===== config.mk =====
export PLATFORM = sky130hd
export DESIGN_NAME = circular_fifo_with_search_flat
export DESIGN_NICKNAME = d
export VERILOG_FILES = /design/src/sv/cfws_pkg.sv /design/src/sv/cfws_in_if.sv /design/src/sv/cfws_out_if.sv /design/src/sv/cfws_front.sv /design/src/sv/cfws_cmd_q.sv /design/src/sv/cfws_back.sv /design/src/sv/circular_fifo_with_search.sv /design/src/flat_wrapper.sv
export SDC_FILE = /design/constraint.sdc
export NUM_CORES = 1
export LEC_CHECK = 0
export ABC_AREA = 1
export ABC_CLOCK_PERIOD_IN_PS = 6800
export BUFFER_PORTS_ARGS = -buffer_cell sky130_fd_sc_hd__buf_2
export CAP_MARGIN = 5
export CELL_PAD_IN_SITES_DETAIL_PLACEMENT = 0
export CELL_PAD_IN_SITES_GLOBAL_PLACEMENT = 1
export CORE_MARGIN = 5
export CORE_UTILIZATION = 50
export DETAILED_ROUTE_END_ITERATION = 10
export PLACE_DENSITY_LB_ADDON = 0.08
export SLEW_MARGIN = 20
export SYNTH_ARGS = -nofsm -noshare
export SYNTH_HDL_FRONTEND = slang
export SYNTH_HIERARCHICAL = 1
export SYNTH_SLANG_ARGS = --single-unit

===== constraint.sdc =====
create_clock -name clk -period 6.8 [get_ports clk]
set_clock_uncertainty 0.2 [all_clocks]
set_input_delay 0.34 -clock clk [delete_from_list [all_inputs] [get_ports clk]]
set_output_delay 0.34 -clock clk [all_outputs]
set_load 0.01 [all_outputs]

===== src/sv/cfws_pkg.sv =====
`default_nettype none

package cfws_pkg;

  localparam int DEPTH      = 16;
  localparam int DATA_WIDTH = 16;

  localparam int ADDR_W = $clog2(DEPTH);
  localparam int CNT_W  = $clog2(DEPTH + 1);

  // Port field widths
  localparam int OPCODE_W = 2;
  localparam int VALUE_W  = 16;
  localparam int STATUS_W = 2;
  localparam int SLOT_W   = 4;
  localparam int ENTRY_W  = 5;

  // Command queue between front and back
  localparam int QDEPTH = 2;
  localparam int QPTR_W = (QDEPTH > 1) ? $clog2(QDEPTH) : 1;
  localparam int QCNT_W = $clog2(QDEPTH + 1);

  localparam logic [OPCODE_W-1:0] OP_ENQ  = 2'd0;
  localparam logic [OPCODE_W-1:0] OP_DEQ  = 2'd1;
  localparam logic [OPCODE_W-1:0] OP_SRCH = 2'd2;

  localparam logic [STATUS_W-1:0] ST_OK        = 2'd0;
  localparam logic [STATUS_W-1:0] ST_FULL      = 2'd1;
  localparam logic [STATUS_W-1:0] ST_EMPTY     = 2'd2;
  localparam logic [STATUS_W-1:0] ST_NOT_FOUND = 2'd3;

  typedef enum logic [1:0] {
    CMD_NOP,
    CMD_ENQ,
    CMD_DEQ,
    CMD_SRCH
  } cmd_kind_t;

  typedef struct packed {
    cmd_kind_t             kind;
    logic [DATA_WIDTH-1:0] word;
  } cmd_t;

  typedef struct packed {
    logic [STATUS_W-1:0]       status;
    logic signed [VALUE_W-1:0] out_value;
    logic [SLOT_W-1:0]         match_slot;
    logic [ENTRY_W-1:0]        entry_count;
    logic                      is_empty;
    logic                      is_full;
  } result_t;

  // Sign-extend the port word, then keep the stored width
  function automatic logic [DATA_WIDTH-1:0] to_word(input logic signed [VALUE_W-1:0] v);
    logic signed [63:0] e;
    e = 64'(v);
    return e[DATA_WIDTH-1:0];
  endfunction

  // Sign-extend a stored word back to the port width
  function automatic logic signed [VALUE_W-1:0] from_word(input logic [DATA_WIDTH-1:0] w);
    logic signed [DATA_WIDTH-1:0] s;
    logic signed [63:0]           e;
    s = w;
    e = 64'(s);
    return e[VALUE_W-1:0];
  endfunction

endpackage

`default_nettype wire


===== src/sv/cfws_in_if.sv =====
`default_nettype none

interface cfws_in_if;
  logic                               valid;
  logic                               ready;
  logic [cfws_pkg::OPCODE_W-1:0]      opcode;
  logic signed [cfws_pkg::VALUE_W-1:0] value;

  modport source (output valid, output opcode, output value, input ready);
  modport sink   (input valid, input opcode, input value, output ready);
endinterface

`default_nettype wire


===== src/sv/cfws_out_if.sv =====
`default_nettype none

interface cfws_out_if;
  logic                                valid;
  logic                                ready;
  logic [cfws_pkg::STATUS_W-1:0]       status;
  logic signed [cfws_pkg::VALUE_W-1:0] out_value;
  logic [cfws_pkg::SLOT_W-1:0]         match_slot;
  logic [cfws_pkg::ENTRY_W-1:0]        entry_count;
  logic                                is_empty;
  logic                                is_full;

  modport source (output valid, output status, output out_value, output match_slot,
                  output entry_count, output is_empty, output is_full, input ready);
  modport sink   (input valid, input status, input out_value, input match_slot,
                  input entry_count, input is_empty, input is_full, output ready);
endinterface

`default_nettype wire


===== src/sv/cfws_front.sv =====
`default_nettype none

module cfws_front (
  cfws_in_if.sink         in,
  output logic            push_valid,
  output cfws_pkg::cmd_t  push_cmd,
  input  logic            push_ready
);

  assign push_valid = in.valid;
  assign in.ready   = push_ready;

  always_comb begin
    push_cmd.word = cfws_pkg::to_word(in.value);
    unique case (in.opcode)
      cfws_pkg::OP_ENQ:  push_cmd.kind = cfws_pkg::CMD_ENQ;
      cfws_pkg::OP_DEQ:  push_cmd.kind = cfws_pkg::CMD_DEQ;
      cfws_pkg::OP_SRCH: push_cmd.kind = cfws_pkg::CMD_SRCH;
      default:           push_cmd.kind = cfws_pkg::CMD_NOP;
    endcase
  end

endmodule

`default_nettype wire


===== src/sv/cfws_cmd_q.sv =====
`default_nettype none

module cfws_cmd_q (
  input  logic            clk,
  input  logic            rst,
  input  logic            push_valid,
  input  cfws_pkg::cmd_t  push_cmd,
  output logic            push_ready,
  output logic            pop_valid,
  output cfws_pkg::cmd_t  pop_cmd,
  input  logic            pop_ready
);

  cfws_pkg::cmd_t                entries [cfws_pkg::QDEPTH];
  logic [cfws_pkg::QPTR_W-1:0]   wr_ptr;
  logic [cfws_pkg::QPTR_W-1:0]   rd_ptr;
  logic [cfws_pkg::QCNT_W-1:0]   qcnt;
  logic                          push;
  logic                          pop;

  function automatic logic [cfws_pkg::QPTR_W-1:0] ptr_inc(
      input logic [cfws_pkg::QPTR_W-1:0] p);
    return (p == cfws_pkg::QPTR_W'(cfws_pkg::QDEPTH - 1)) ? '0 : p + 1'b1;
  endfunction

  assign push_ready = (qcnt != cfws_pkg::QCNT_W'(cfws_pkg::QDEPTH));
  assign pop_valid  = (qcnt != '0);
  assign pop_cmd    = entries[rd_ptr];
  assign push       = push_valid && push_ready;
  assign pop        = pop_valid && pop_ready;

  always_ff @(posedge clk) begin
    if (push) begin
      entries[wr_ptr] <= push_cmd;
    end
  end

  always_ff @(posedge clk) begin
    if (rst) begin
      wr_ptr <= '0;
      rd_ptr <= '0;
      qcnt   <= '0;
    end else begin
      if (push) begin
        wr_ptr <= ptr_inc(wr_ptr);
      end
      if (pop) begin
        rd_ptr <= ptr_inc(rd_ptr);
      end
      if (push && !pop) begin
        qcnt <= qcnt + 1'b1;
      end else if (pop && !push) begin
        qcnt <= qcnt - 1'b1;
      end
    end
  end

  a_qcnt_bound: assert property (@(posedge clk) disable iff (rst)
    qcnt <= cfws_pkg::QCNT_W'(cfws_pkg::QDEPTH))
    else $error("command queue over-filled");

endmodule

`default_nettype wire


===== src/sv/cfws_back.sv =====
`default_nettype none

module cfws_back (
  input  logic            clk,
  input  logic            rst,
  input  logic            pop_valid,
  input  cfws_pkg::cmd_t  pop_cmd,
  output logic            pop_ready,
  cfws_out_if.source      out
);

  typedef enum logic [1:0] {
    S_IDLE,
    S_DEQ,
    S_SCAN
  } state_t;

  state_t                            state;
  logic [cfws_pkg::DATA_WIDTH-1:0]   mem [cfws_pkg::DEPTH];
  logic [cfws_pkg::DATA_WIDTH-1:0]   rd_data;
  logic [cfws_pkg::ADDR_W-1:0]       rd_addr;
  logic                              wr_en;
  logic [cfws_pkg::ADDR_W-1:0]       wr_addr;
  logic [cfws_pkg::ADDR_W-1:0]       head;
  logic [cfws_pkg::ADDR_W-1:0]       tail;
  logic [cfws_pkg::CNT_W-1:0]        cnt;
  logic [cfws_pkg::ADDR_W-1:0]       scan_ptr;
  logic [cfws_pkg::CNT_W-1:0]        scan_left;
  logic [cfws_pkg::DATA_WIDTH-1:0]   key;
  logic                              out_valid;
  logic                              out_valid_next;
  cfws_pkg::result_t                 res;
  logic                              take;
  logic                              has_room;

  function automatic logic [cfws_pkg::ADDR_W-1:0] slot_inc(
      input logic [cfws_pkg::ADDR_W-1:0] p);
    return (p == cfws_pkg::ADDR_W'(cfws_pkg::DEPTH - 1)) ? '0 : p + 1'b1;
  endfunction

  function automatic cfws_pkg::result_t make_res(
      input logic [cfws_pkg::STATUS_W-1:0]       st,
      input logic signed [cfws_pkg::VALUE_W-1:0] v,
      input logic [cfws_pkg::ADDR_W-1:0]         slot,
      input logic [cfws_pkg::CNT_W-1:0]          n);
    cfws_pkg::result_t r;
    r.status      = st;
    r.out_value   = v;
    r.match_slot  = cfws_pkg::SLOT_W'(slot);
    r.entry_count = cfws_pkg::ENTRY_W'(n);
    r.is_empty    = (n == '0);
    r.is_full     = (n == cfws_pkg::CNT_W'(cfws_pkg::DEPTH));
    return r;
  endfunction

  // Take a command only while idle and once the result register is free or emptying
  assign pop_ready = (state == S_IDLE) && (!out_valid || out.ready);
  assign take      = pop_valid && pop_ready;
  assign has_room  = (cnt < cfws_pkg::CNT_W'(cfws_pkg::DEPTH));

  assign wr_en   = take && (pop_cmd.kind == cfws_pkg::CMD_ENQ) && has_room;
  assign wr_addr = (cnt == '0) ? '0 : slot_inc(tail);
  // While scanning, fetch the slot after the one being compared
  assign rd_addr = (state == S_SCAN) ? slot_inc(scan_ptr) : head;

  // Raise valid whenever a result is loaded, drop it after its transfer
  always_comb begin
    out_valid_next = out_valid && !out.ready;
    unique case (state)
      S_IDLE: begin
        if (take && !(cnt != '0 && (pop_cmd.kind == cfws_pkg::CMD_DEQ ||
                                    pop_cmd.kind == cfws_pkg::CMD_SRCH))) begin
          out_valid_next = 1'b1;
        end
      end
      S_DEQ: begin
        out_valid_next = 1'b1;
      end
      S_SCAN: begin
        if (rd_data == key || scan_left == cfws_pkg::CNT_W'(1)) begin
          out_valid_next = 1'b1;
        end
      end
      default: ;
    endcase
  end

  always_ff @(posedge clk) begin
    if (wr_en) begin
      mem[wr_addr] <= pop_cmd.word;
    end
    rd_data <= mem[rd_addr];
  end

  always_ff @(posedge clk) begin
    if (rst) begin
      state     <= S_IDLE;
      head      <= '0;
      tail      <= '0;
      cnt       <= '0;
      out_valid <= 1'b0;
    end else begin
      out_valid <= out_valid_next;
      unique case (state)
        S_IDLE: begin
          if (take) begin
            unique case (pop_cmd.kind)
              cfws_pkg::CMD_ENQ: begin
                if (cnt == '0) begin
                  head <= '0;
                  tail <= '0;
                  cnt  <= cfws_pkg::CNT_W'(1);
                  res  <= make_res(cfws_pkg::ST_OK, '0, '0, cfws_pkg::CNT_W'(1));
                end else if (has_room) begin
                  tail <= slot_inc(tail);
                  cnt  <= cnt + 1'b1;
                  res  <= make_res(cfws_pkg::ST_OK, '0, '0, cnt + 1'b1);
                end else begin
                  res  <= make_res(cfws_pkg::ST_FULL, '0, '0, cnt);
                end
              end
              cfws_pkg::CMD_DEQ: begin
                if (cnt == '0) begin
                  res   <= make_res(cfws_pkg::ST_EMPTY, '0, '0, cnt);
                end else begin
                  state <= S_DEQ;
                end
              end
              cfws_pkg::CMD_SRCH: begin
                if (cnt == '0) begin
                  res       <= make_res(cfws_pkg::ST_NOT_FOUND, '0, '0, cnt);
                end else begin
                  scan_ptr  <= head;
                  scan_left <= cnt;
                  key       <= pop_cmd.word;
                  state     <= S_SCAN;
                end
              end
              cfws_pkg::CMD_NOP: begin
                res <= make_res(cfws_pkg::ST_OK, '0, '0, cnt);
              end
            endcase
          end
        end
        S_DEQ: begin
          // Removing the last entry parks both pointers at slot zero
          if (cnt == cfws_pkg::CNT_W'(1)) begin
            head <= '0;
            tail <= '0;
          end else begin
            head <= slot_inc(head);
          end
          cnt   <= cnt - 1'b1;
          res   <= make_res(cfws_pkg::ST_OK, cfws_pkg::from_word(rd_data), '0,
                            cnt - 1'b1);
          state <= S_IDLE;
        end
        S_SCAN: begin
          if (rd_data == key) begin
            res   <= make_res(cfws_pkg::ST_OK, '0, scan_ptr, cnt);
            state <= S_IDLE;
          end else if (scan_left == cfws_pkg::CNT_W'(1)) begin
            res   <= make_res(cfws_pkg::ST_NOT_FOUND, '0, '0, cnt);
            state <= S_IDLE;
          end else begin
            scan_ptr  <= slot_inc(scan_ptr);
            scan_left <= scan_left - 1'b1;
          end
        end
        default: begin
          state <= S_IDLE;
        end
      endcase
    end
  end

  assign out.valid       = out_valid;
  assign out.status      = res.status;
  assign out.out_value   = res.out_value;
  assign out.match_slot  = res.match_slot;
  assign out.entry_count = res.entry_count;
  assign out.is_empty    = res.is_empty;
  assign out.is_full     = res.is_full;

  a_cnt_bound: assert property (@(posedge clk) disable iff (rst)
    cnt <= cfws_pkg::CNT_W'(cfws_pkg::DEPTH))
    else $error("entry count beyond depth");

  a_empty_parked: assert property (@(posedge clk) disable iff (rst)
    (cnt == '0) |-> (head == '0 && tail == '0))
    else $error("pointers not parked while empty");

  a_busy_no_result: assert property (@(posedge clk) disable iff (rst)
    (state != S_IDLE) |-> !out_valid)
    else $error("result pending while a command is in flight");

  a_scan_nonempty: assert property (@(posedge clk) disable iff (rst)
    (state == S_SCAN) |-> (cnt != '0 && scan_left != '0 && scan_left <= cnt))
    else $error("scan running over an empty or short queue");

endmodule

`default_nettype wire


===== src/sv/circular_fifo_with_search.sv =====
// Each command passes through the two-entry command queue to the back end, which registers its result.
// Enqueues and ignored opcodes are taken at one per cycle while the output is being taken; a dequeue
// goes through the S_DEQ state, and a search walks the held entries from the head until the first match,
// over the single slot read port, so the back end takes no new command until either is through.
// A two-entry command queue keeps taking input while the back end works.
// Reset (rst, synchronous) empties the queue and parks the pointers; slot storage is not cleared.
`default_nettype none

module circular_fifo_with_search (
  input  logic       clk,
  input  logic       rst,
  cfws_in_if.sink    in,
  cfws_out_if.source out
);

  logic            push_valid;
  logic            push_ready;
  cfws_pkg::cmd_t  push_cmd;
  logic            pop_valid;
  logic            pop_ready;
  cfws_pkg::cmd_t  pop_cmd;

  cfws_front u_front (
    .in         (in),
    .push_valid (push_valid),
    .push_cmd   (push_cmd),
    .push_ready (push_ready)
  );

  cfws_cmd_q u_cmd_q (
    .clk        (clk),
    .rst        (rst),
    .push_valid (push_valid),
    .push_cmd   (push_cmd),
    .push_ready (push_ready),
    .pop_valid  (pop_valid),
    .pop_cmd    (pop_cmd),
    .pop_ready  (pop_ready)
  );

  cfws_back u_back (
    .clk       (clk),
    .rst       (rst),
    .pop_valid (pop_valid),
    .pop_cmd   (pop_cmd),
    .pop_ready (pop_ready),
    .out       (out)
  );

endmodule

`default_nettype wire


===== src/flat_wrapper.sv =====
// flat-port wrapper written by rule: the top's interface ports become plain ports
module circular_fifo_with_search_flat 
  (clk, rst, in_valid, in_opcode, in_value, in_ready, out_valid, out_status, out_out_value, out_match_slot, out_entry_count, out_is_empty, out_is_full, out_ready);
  cfws_in_if in_i ();
  cfws_out_if out_i ();
  input  logic clk;
  input  logic rst;
  input wire logic [$bits(in_i.valid)-1:0] in_valid;
  input wire logic [$bits(in_i.opcode)-1:0] in_opcode;
  input wire logic [$bits(in_i.value)-1:0] in_value;
  output wire logic [$bits(in_i.ready)-1:0] in_ready;
  output wire logic [$bits(out_i.valid)-1:0] out_valid;
  output wire logic [$bits(out_i.status)-1:0] out_status;
  output wire logic [$bits(out_i.out_value)-1:0] out_out_value;
  output wire logic [$bits(out_i.match_slot)-1:0] out_match_slot;
  output wire logic [$bits(out_i.entry_count)-1:0] out_entry_count;
  output wire logic [$bits(out_i.is_empty)-1:0] out_is_empty;
  output wire logic [$bits(out_i.is_full)-1:0] out_is_full;
  input wire logic [$bits(out_i.ready)-1:0] out_ready;
  assign in_i.valid = in_valid;
  assign in_i.opcode = in_opcode;
  assign in_i.value = in_value;
  assign in_ready = in_i.ready;
  assign out_valid = out_i.valid;
  assign out_status = out_i.status;
  assign out_out_value = out_i.out_value;
  assign out_match_slot = out_i.match_slot;
  assign out_entry_count = out_i.entry_count;
  assign out_is_empty = out_i.is_empty;
  assign out_is_full = out_i.is_full;
  assign out_i.ready = out_ready;
  circular_fifo_with_search u_core (.clk(clk), .rst(rst), .in(in_i), .out(out_i));
endmodule

# Word-level counts from Yosys, hierarchy flattened
# Memory sizes are Yosys's and may differ from the RTL's. A register that Yosys moved wholly into a read port is not among the register bits.
# Cells that the tools add are included.
dict set report totals {
  ff_bits 74
  latchBits 0
  mem_bits_ro 0
  ramBits 292
  mem_count 2
}
# memory words word_bits read_ports rd_clocked_by_memory_dff write_ports line_no
set memory_table {}
lappend memory_table {u_core.u_back.mem 16 16 1 1 1 cfws_back.sv:19} ;# logic [cfws_pkg::DATA_WIDTH-1:0] mem [cfws_pkg::DEPTH];
lappend memory_table {u_core.u_cmd_q.entries 2 18 1 1 1 cfws_cmd_q.sv:14} ;# cfws_pkg::cmd_t entries [cfws_pkg::QDEPTH];
dict set report classes {
  mul 0
  n_bitwise 2
  div_mod_pow 0
  n_reduce_logical 37
  n_eq_ne 32
  addsub 10
  n_mux 63
  magnitude_cmp 1
  shift 0
}
# cell n
set op_table {}
lappend op_table {{29-bit two-way mux} 5}
lappend op_table {{29-bit one-hot mux with 4 select lines} 1}
lappend op_table {{29-bit one-hot mux with 3 select lines} 1}
lappend op_table {{4-bit two-way mux} 19}
lappend op_table {{28-bit two-way mux} 2}
lappend op_table {{5-bit two-way mux} 9}
lappend op_table {{4-bit one-hot mux with 2 select lines} 3}
lappend op_table {{5-bit one-hot mux with 2 select lines} 2}
lappend op_table {{16-bit equality test} 1}
lappend op_table {{5-bit equality test (second input constant)} 3}
lappend op_table {{5-bit zero test} 3}
lappend op_table {{5-bit AND reduction} 3}
lappend op_table {{2-bit two-way mux} 7}
lappend op_table {{4-bit by 1-bit adder with 4-bit output (second input constant)} 3}
lappend op_table {{4-bit equality test (second input constant)} 3}
lappend op_table {{2-bit != test (second input constant)} 6}
lappend op_table {{5-bit by 1-bit equality test with 1-bit output (second input constant)} 2}
lappend op_table {{1-bit logical AND} 10}
lappend op_table {{1-bit two-way mux} 10}
lappend op_table {{5-bit by 1-bit subtractor with 5-bit output (second input constant)} 2}
lappend op_table {{3-bit by 2-bit != test with 1-bit output (second input constant)} 3}
lappend op_table {{2-bit equality test (second input constant)} 4}
lappend op_table {{2-bit one-hot mux with 2 select lines} 2}
lappend op_table {{4-bit AND reduction} 2}
lappend op_table {{20 further kinds} 39}

# Depth between registers and ports, before layout
# Gate-level depths: netlist of the first run.
dict set report logic_depth {
  word_depth 8
  depth_mapped 14
}

# Modules after synthesis
# The synthesis of the first run kept the hierarchy.
# module instances cells_each area_each_um2
set by_module_without_submodules {}
lappend by_module_without_submodules {cfws_back 1 1294 14551.5}
lappend by_module_without_submodules {cfws_cmd_q 1 93 1591.5}
lappend by_module_without_submodules {cfws_front 1 25 187.7}

# Worst setup path after synthesis of the first run
# OpenSTA, ideal clock, no wires.
dict set report synth_path {
  path_kind {register to register}
  startpoint {register u_core/u_back/cnt[0] in the netlist's numbering}
  endpoint {register u_core.u_back.res, in the netlist u_core/u_back/out.entry_count[0] (enable)}
  path_slack_ps 2067
  period_less_slack_ps 4733
  t_arrival_ps 4045
  setup_time_ps 488
  path_stages_with_launch 9
  t_required_ps 6112
  cell_sequence {dfxtp_1 > inv_1 > ha_1 > nand2_1 > nor2_1 > inv_2 > nand2_1 > nor2_1 > nor4_1}
}
dict set report synth_via {
  elab_chain_cells 3
}
# element line_no
set synth_rtl {}
lappend synth_rtl {{start: declaration} cfws_back.sv:26} ;# logic [cfws_pkg::CNT_W-1:0] cnt;
lappend synth_rtl {{start signal: assignment} cfws_back.sv:112} ;# cnt <= cfws_pkg::CNT_W'(1);
lappend synth_rtl {{start signal: assignment} cfws_back.sv:116} ;# cnt <= cnt + 1'b1;
lappend synth_rtl {{start signal: assignment} cfws_back.sv:153} ;# cnt <= cnt - 1'b1;
lappend synth_rtl {{5-bit zero test *} {cfws_back.sv:123, cfws_back.sv:130}}
lappend synth_rtl {{3-bit by 2-bit != test with 1-bit output (no line)} n/a}
lappend synth_rtl {{6-bit AND reduction (no line) *} n/a}
lappend synth_rtl {{end signal: assignment} cfws_back.sv:124} ;# res <= make_res(cfws_pkg::ST_EMPTY, '0, '0, cnt);
lappend synth_rtl {{end signal: assignment} cfws_back.sv:131} ;# res <= make_res(cfws_pkg::ST_NOT_FOUND, '0, '0, cnt);
lappend synth_rtl {{end signal: assignment} cfws_back.sv:140} ;# res <= make_res(cfws_pkg::ST_OK, '0, '0, cnt);
lappend synth_rtl {{end: declaration} cfws_back.sv:32} ;# cfws_pkg::result_t res;
# Mark *: on every way between the ends. The rest lies on a longest branch, timed or not.
# A chain may end at the register's enable or synchronous reset.

# Worst setup path in the final report of the first run
dict set report layout_path {
  startpoint {register u_core.u_back.state[0]}
  endpoint {register u_core/u_back/rd_data[10] in the netlist's numbering, read port of u_core.u_back.mem}
}
dict set report layout_via {
  elab_chain_cells 2
}
# element line_no
set layout_rtl {}
lappend layout_rtl {{start: declaration} cfws_back.sv:18} ;# state_t state;
lappend layout_rtl {{start signal: assignment} cfws_back.sv:97} ;# state <= S_IDLE;
lappend layout_rtl {{start signal: assignment} cfws_back.sv:126} ;# state <= S_DEQ;
lappend layout_rtl {{start signal: assignment} cfws_back.sv:136} ;# state <= S_SCAN;
lappend layout_rtl {{2-bit equality test} cfws_back.sv:64} ;# assign rd_addr = (state == S_SCAN) ? slot_inc(scan_ptr) : head;
lappend layout_rtl {{4-bit two-way mux} cfws_back.sv:64}
lappend layout_rtl {{end: declaration} cfws_back.sv:20} ;# logic [cfws_pkg::DATA_WIDTH-1:0] rd_data;
# Every way passes these cells.

==> metrics.txt, run 1 <==
run status=completed; maximum clock frequency=260 MHz; worst-case vdd ir drop=311 uV; overall routed net length=around 34 mm; Sequential cell area=around 0.011 sq mm; Vias per Instance=5.21; level count of the clock H-tree=2; R2R cell count=11; number of unique standard cell types used by synthesis=40; fraction of layout cells with a size suffix above 1=11.1%; Die Span Y=191 um; overall power after layout=7.70 mW; Mean Syn Cell Area=roughly 12 sq um; DR WL/cell=17.7 um; count of endpoints failing hold in the final timing report=0; data arrival time of the critical path=4.06 ns; post-CTS setup-driven buffer insertion count=0; clock transition at the registers of the reported paths=~0.06 ns; antenna violations before repair=0; transition time at the pin with the least slew margin=1.07 ns; RSZ-0062 raised after global routing=no; Syn Std Cell Area=~0.016 sq mm; WS Path Type=reg -> reg; worst flop-to-flop path endpoint=u_core/u_back/rd_data[10]$_DFF_P_; number of clock buffers inserted by TritonCTS=between 40 and 50; leakage=about 7.1 nW; Final Slew Violations=0; category of the worst setup path capture point=flop; cell types with the largest area share after synthesis=edfxtp_1, inv_1, dfxtp_1; number of search-and-repair iterations in the first detailed-routing pass=5; Reg2Reg Setup Slack=2.95 ns; hold buffer count at CTS=17; largest net degree at the start of global routing=258; P_sw=2.63 mW; fin nets=around 1500; design area=0.0184 sq mm; maximum clock insertion buffer count=3; number of cells upsized or downsized after cts=0; min-delay src=in_opcode[1]; die area=0.0364 sq mm; CORE AREA=0.0324 sq mm; total routing usage reported by global routing=about a fifth; design internal power=5.07 mW; startpoint kind of the worst setup timing path=flop; clock power share=27.8%; area occupied by multi-input gates=0.00389 sq mm; CP required=roughly 7 ns; violation count after the first detailed-route iteration=780; Max Cap Viol=0; total setup violations reported at the end of the flow=0; setup tns final=0 ns; clock latency on the worst-skew pair=0.52 ns; fraction of post-synthesis cell area in the top cell type by area=a little under two thirds; count of standard-cell rows=66; Reg power frac=42.9%; time the final worst path needs with I/O delays and setup=3.85 ns; placement-stage cell area=0.0169 sq mm; CP max FO=89; number of fill cells=2711; worst hold path stage count=3; Initial Utilization=50.4%; RePlAce Congestion=0.807; max_slew headroom=28.9%; count of buffers inserted at the top-level ports=52; sw frac=roughly a third; CTS tree=built; vias after detailed routing=10117; Post-Syn Instances=1412; final worst path period share=56.6%; end point of the most critical hold path=u_core/u_cmd_q/entries[0][17]$_DFFE_PP_; fraction of the yosys area taken by sequential cells=68.2%; die width=between 150 and 200 um; first-pass GRT wire length=54.3 mm; # IOs=53; overflow left after global routing=0; worst reg2reg path startpoint=u_core/u_back/state[0]$_SDFFE_PP0P_; ratio of total power to cell area=419 mW/mm^2; library cell with the largest summed area after synthesis=edfxtp_1; path type of the worst min-delay path=in -> reg; FF+latch count, synth=383; Sinks on Clock Net=383; Synth Warn #=6; remaining number of nets flagged by the antenna check after routing=0; Post-Synthesis Net Count=1453; half-perimeter wire length after detailed placement=approximately 22 mm; combinational group share of total power=around 29%; final hold slack=around 0.023 ns; clock tree root driver cell=clkbuf_16; number of global-route vias before repair=9548; area grow syn2layout=12.6%; post-route DRC violation count=0; number of diodes=0
worst max-delay path, cell delays in order (launching register included):
cell,delay [ns]
dfxtp_1,0.34
inv_1,0.13
ha_1,0.66
inv_2,0.28
or2_1,0.32
o21ai_4,0.25
buf_4,0.87
a21oi_1,0.07
o21ai_0,0.24
nand3_1,0.16
nand3_1,0.12
nand2_1,0.06
how the worst max path moves through the flow:
stage,start,endpoint,depth (start not counted)
floorplan,u_core/u_back/cnt[0]$_SDFFE_PP0P_,u_core/u_back/out.entry_count[0]$_DFFE_PP_,8
global placement,u_core/u_back/state[0]$_SDFFE_PP0P_,u_core/u_back/rd_data[15]$_DFF_P_,8
detailed placement,u_core/u_back/state[0]$_SDFFE_PP0P_,u_core/u_back/rd_data[10]$_DFF_P_,11
CTS,u_core/u_back/state[0]$_SDFFE_PP0P_,u_core/u_back/rd_data[10]$_DFF_P_,11
global route,u_core/u_back/state[0]$_SDFFE_PP0P_,u_core/u_back/rd_data[10]$_DFF_P_,11
finish,u_core/u_back/state[0]$_SDFFE_PP0P_,u_core/u_back/rd_data[10]$_DFF_P_,11
cells by family (layout without fill, tap and decap cells):
group                    Yosys count  in the layout  share of synthesized area, %
AND/OR/NAND/NOR                  422            422                          11.0
AO/OA/AOI/OAI                    261            261                          9.30
flip-flops                       383            383                          68.2
adder cells (fa/ha/maj)           19             19                          1.46
XOR/XNOR                           8              8                         0.429
buffers and inverters            301            389                          8.21
multiplexers                      18             18                          1.47
area by class of cell:
| cell class | instances | area share, % |
|---|---|---|
| Clock inverter | 16 | 0.885 |
| Inverter | 221 | 4.51 |
| Clock buffer | 58 | 6.21 |
| Sequential cell | 383 | 60.6 |
| Tap cell | 442 | 3.01 |
| Multi-Input combinational cell | 728 | 21.2 |
| Timing Repair Buffer | 94 | 3.65 |
sequential cells by signal, indices dropped and copies added (netlist names), named ones only:
signal	count
u_core/u_back/out.status	2
u_core/u_back/rd_data	16
u_core/u_back/out.is_empty	1
u_core/u_cmd_q/qcnt	2
u_core/u_back/out.out_value	16
u_core/u_cmd_q/rd_ptr	1
u_core/u_back/out.entry_count	5
u_core/u_back/mem	256
u_core/u_back/head	4
u_core/u_back/out.match_slot	4
u_core/u_back/cnt	5
u_core/u_back/out.is_full	1
u_core/u_back/scan_ptr	4
u_core/u_back/tail	4
u_core/u_back/out.valid	1
u_core/u_cmd_q/entries	36
u_core/u_back/state	2
u_core/u_cmd_q/wr_ptr	1
u_core/u_back/scan_left	5
u_core/u_back/key	16
per-stage QoR:
step / util [%] / worst slack, ns / std cells
final: 56.8 / 2.95 / 1942
after global routing: 56.8 / 2.69 / 1942
after CTS: 56.8 / 2.94 / 1942
after detailed placement: 52.2 / 2.95 / 1851
after global placement: 52.1 / 2.41 / 1849
after floorplan: - / 2.07 / 1412
synthesized netlist by cell type:
library cell,n
edfxtp_1,346
inv_1,218
nand2_1,197
nand3_1,120
a21oi_1,83
nor2_1,83
o211ai_1,66
o21ai_0,66
buf_4,42
dfxtp_1,37
o21ai_1,28
ha_1,19
buf_2,17
clkbuf_1,14
mux2_4,10
mux2_2,8
nand4_1,8
xor2_1,6
a31oi_1,5
buf_1,3
nor3_1,3
nor4_1,3
o21ai_2,3
o22ai_1,3
or2_2,3
a211oi_1,2
a21oi_2,2
buf_6,2
inv_2,2
nand3b_1,2
xnor2_1,2
a22oi_1,1
a31oi_2,1
a32oi_1,1
buf_12,1
clkbuf_2,1
clkinv_1,1
nand3_2,1
nor2_2,1
or2_1,1
routing by layer:
metal / up-vias / track usage (%) / part of all wire (%)
li1: 5000 / - / -
met1: 4865 / 29.9 / 50
met2: 213 / 28.7 / 44
met3: 39 / 2.86 / 5.0
met4: 0 / 3.70 / 1.4
met5: - / 0 / 0
power groups by stage:
stage / logic [mW] / clock network (mW) / registers (mW)
floorplan: 1.67 / 0 / 3.28
detailed placement: 2.25 / 0 / 3.35
finish: 2.25 / 2.14 / 3.30
global route: 2.54 / 2.30 / 3.33
CTS: 2.27 / 2.19 / 3.30
global placement: 2.22 / 0 / 3.35
cell usage in the layout, fill, tap and decap left out, types with 2 or more instances in the layout:
| cell | netlist | final |
|---|---|---|
| edfxtp_1 | 346 | 346 |
| inv_1 | 218 | 217 |
| nand2_1 | 197 | 197 |
| nand3_1 | 120 | 120 |
| nor2_1 | 83 | 83 |
| a21oi_1 | 83 | 83 |
| o21ai_0 | 66 | 66 |
| o211ai_1 | 66 | 66 |
| buf_2 | 17 | 52 |
| clkbuf_16 | 0 | 42 |
| dfxtp_1 | 37 | 37 |
| o21ai_1 | 28 | 28 |
| buf_4 | 42 | 22 |
| ha_1 | 19 | 19 |
| dlygate4sd3_1 | 0 | 17 |
| clkbuf_1 | 14 | 13 |
| mux2_4 | 10 | 10 |
| nand4_1 | 8 | 8 |
| mux2_2 | 8 | 8 |
| clkinv_2 | 0 | 6 |
| clkinv_1 | 1 | 6 |
| xor2_1 | 6 | 6 |
| a31oi_1 | 5 | 5 |
| bufinv_16 | 0 | 3 |
| clkbuf_8 | 0 | 3 |
| inv_2 | 2 | 3 |
| o22ai_1 | 3 | 3 |
| nor3_1 | 3 | 3 |
| or2_2 | 3 | 3 |
| o21ai_4 | 0 | 2 |
| xnor2_1 | 2 | 2 |
| nand3b_1 | 2 | 2 |
| a211oi_1 | 2 | 2 |
| nor4_2 | 0 | 2 |
| buf_16 | 0 | 2 |
(Power assumes the default switching activity.)
==> run 2: changes to the inputs <==
--- a/config.mk
+++ b/config.mk
@@ -6,7 +6,7 @@
 export NUM_CORES = 1
 export LEC_CHECK = 0
 export ABC_AREA = 1
-export ABC_CLOCK_PERIOD_IN_PS = 6800
+export ABC_CLOCK_PERIOD_IN_PS = 3550
 export BUFFER_PORTS_ARGS = -buffer_cell sky130_fd_sc_hd__buf_2
 export CAP_MARGIN = 5
 export CELL_PAD_IN_SITES_DETAIL_PLACEMENT = 0
==> constraint.sdc (replaced) <==
create_clock -name clk -period 3.55 [get_ports clk]
set_clock_uncertainty 0.2 [all_clocks]
set_input_delay 0.1775 -clock clk [delete_from_list [all_inputs] [get_ports clk]]
set_output_delay 0.1775 -clock clk [all_outputs]
set_load 0.01 [all_outputs]
==> run 2 against run 1 <==
Sequential power increased by 88%. Utilization up 0.73 points. Via count grew 1.4%. First-iteration DRC count rose by 8.3%. Maximum frequency grew 28%. Register-to-register slack worse by 2.4 ns. Largest cell class unchanged.
==> metrics.txt, run 2 (synthesis results as in run 1) <==
largest net degree at the start of global routing=93; half-perimeter wire length after detailed placement=about 24 mm; time the final worst path needs with I/O delays and setup=3.00 ns; biggest cell delay along the critical path=between 0.4 and 0.5 ns; startpoint kind of the worst setup timing path=flop; number of clock buffers inserted by TritonCTS=41; RSZ-0062 raised after global routing=no; run status=completed; DR WL/cell=approximately 19 um; count of endpoints failing hold in the final timing report=0; combinational group share of total power=30.8%; die area=about 0.036 sq mm; count of standard-cell rows=between 60 and 70; area grow syn2layout=14.0%; hold buffer count at CTS=22; Final Slew Violations=0; RePlAce Congestion=0.891; post-route DRC violation count=0; overall routed net length=between 30 and 40 mm; violation count after the first detailed-route iteration=845; final core utilization=57.5%; sw frac=roughly a third; die width=191 um; clock transition at the registers of the reported paths=~0.060 ns; total setup violations reported at the end of the flow=0; antenna violations before repair=2; cell repeated most along the worst path=nand3_1; path type of the worst min-delay path=in -> reg; remaining number of nets flagged by the antenna check after routing=0; met3 capacity usage during global routing=4.74%; met2 track demand over resource=between 30% and 40%; max_slew headroom=43.2%; number of diodes=0; Critical path destination=u_core/u_back/rd_data[7]$_DFF_P_; number of global-route vias before repair=9799; Reg power frac=41.2%; number of fill cells=2776; post-route setup slack=0.548 ns; clock power share=27.9%; maximum clock frequency=333 MHz; global-route layer with the greatest usage=met2; category of the worst setup path capture point=flop; first-pass GRT wire length=57.4 mm; worst slack at placement=0.580 ns; WS Path Type=reg -> reg; level count of the clock H-tree=2; post-CTS setup-driven buffer insertion count=0; transition time at the pin with the least slew margin=0.851 ns; Vias per Instance=5.22; worst-case vdd ir drop=482 uV; # IOs=53; clock tree root driver cell=clkbuf_16; design internal power=9.87 mW; M1 GR Usage=29.4%; data arrival time of the critical path=roughly 3.3 ns; number of cells upsized or downsized after cts=0; worst flop-to-flop path endpoint=u_core/u_back/rd_data[7]$_DFF_P_; Sinks on Clock Net=383; Die Span Y=around 190 um; crit-path cells=inv_1 -> ha_1 -> inv_2 -> or2_1 -> o21ai_4 -> buf_4 -> o211ai_1 -> nand3_1 -> nand3_1 -> nand2_1; vias after detailed routing=10263; setup tns final=0 ns; Initial Utilization=50.4%; CP required=3.82 ns; fin nets=1531; leakage=7.19 nW; clock latency on the worst-skew pair=0.53 ns; overflow left after global routing=0; largest registers=u_core/u_back/mem (256), u_core/u_cmd_q/entries (36); fraction of layout cells with a size suffix above 1=12.3%; Reg2Reg Setup Slack=0.55 ns; worst reg2reg path startpoint=u_core/u_back/state[0]$_SDFFE_PP0P_; final worst path period share=a little over four fifths; worst setup path startpoint=u_core/u_back/state[0]$_SDFFE_PP0P_; CTS tree=built; Max Cap Viol=0; commonest non-fill, non-tap cells in the layout=edfxtp_1, inv_1, nand2_1, nand3_1, a21oi_1; most common cell after layout, fill and taps aside=edfxtp_1; maximum clock insertion buffer count=3; Largest register FFs=256; count of buffers inserted at the top-level ports=52; R2R cell count=10; largest reg by FF count=u_core/u_back/mem; P_sw=5.22 mW; CP max FO=29; critical-path cell with the highest stage delay=buf_4; number of search-and-repair iterations in the first detailed-routing pass=5; CORE AREA=0.0324 sq mm; ratio of total power to cell area=811 mW/mm^2; total routing usage reported by global routing=20.8%
==> run 2: cell types whose count changed in the layout (fill, tap and decap cells not counted), sizes merged <==
| cell | before | now |
|---|---|---|
| clkinvlp | 1 | 3 |
| buf | 77 | 93 |
| dlygate4sd3 | 17 | 22 |
| clkbuf | 58 | 63 |
| inv | 220 | 221 |
| clkinv | 13 | 7 |
==> run 2: per-layer routing <==
layer / wire length (um) / share of wire, %
met1: 17000 / 45
met2: 17500 / 46
met3: 2540 / 6.7
met4: 648 / 1.7
met5: 0 / 0
==> run 2: cell type report <==
type | count | area (sq um) | area share [%]
clock buffer | 63 | 1180 | 6.34
clock inverter | 13 | 151 | 0.813
inverter | 221 | 830 | 4.46
multi-input combinational | 728 | 3910 | 21.0
sequential | 383 | 11100 | 59.8
tap | 442 | 553 | 2.97
timing repair buffer | 115 | 863 | 4.64
==> run 2: through the flow <==
stage / total power [mW] / hold WS, ns / instance area (sq um) / cells
floorplan: 9.49 / 0.151 / 16300 / 1412
global placement: 10.9 / 0.166 / 17100 / 1867
detailed placement: 11.0 / 0.168 / 17100 / 1867
CTS: 15.2 / 0.136 / 18600 / 1965
global route: 16.0 / 0.159 / 18600 / 1965
finish: 15.1 / 0.164 / 18600 / 1965
==> run 2: power groups by stage <==
| stage | Sequential [mW] | Clock, mW | Combinational (mW) |
|---|---|---|---|
| floorplan | 6.27 | 0 | 3.21 |
| global placement | 6.31 | 0 | 4.61 |
| detailed placement | 6.32 | 0 | 4.64 |
| CTS | 6.23 | 4.30 | 4.67 |
| global route | 6.28 | 4.48 | 5.21 |
| finish | 6.22 | 4.21 | 4.65 |
==> run 2: worst max-delay path, delay by kind of cell (launching register included) <==
family,cells,cell delay (ns)
AND/OR/NAND/NOR,4,0.68
adder cells (fa/ha/maj),1,0.44
AO/OA/AOI/OAI,2,0.44
buffers and inverters,3,0.82
flip-flops,1,0.34
==> run 2: worst min path at each step <==
| stage | slack [ns] | cells past startpoint | to | from |
|---|---|---|---|---|
| floorplan | 0.15 | 3 | u_core/u_cmd_q/qcnt[1]$_SDFFE_PP0P_ | rst |
| global placement | 0.17 | 1 | u_core/u_cmd_q/entries[1][4]$_DFFE_PP_ | in_value[4] |
| detailed placement | 0.17 | 1 | u_core/u_cmd_q/entries[0][8]$_DFFE_PP_ | in_value[8] |
| CTS | 0.14 | 2 | u_core/u_cmd_q/entries[1][8]$_DFFE_PP_ | in_value[8] |
| global route | 0.16 | 2 | u_core/u_cmd_q/entries[0][7]$_DFFE_PP_ | in_value[7] |
| finish | 0.16 | 2 | u_core/u_cmd_q/entries[1][7]$_DFFE_PP_ | in_value[7] |
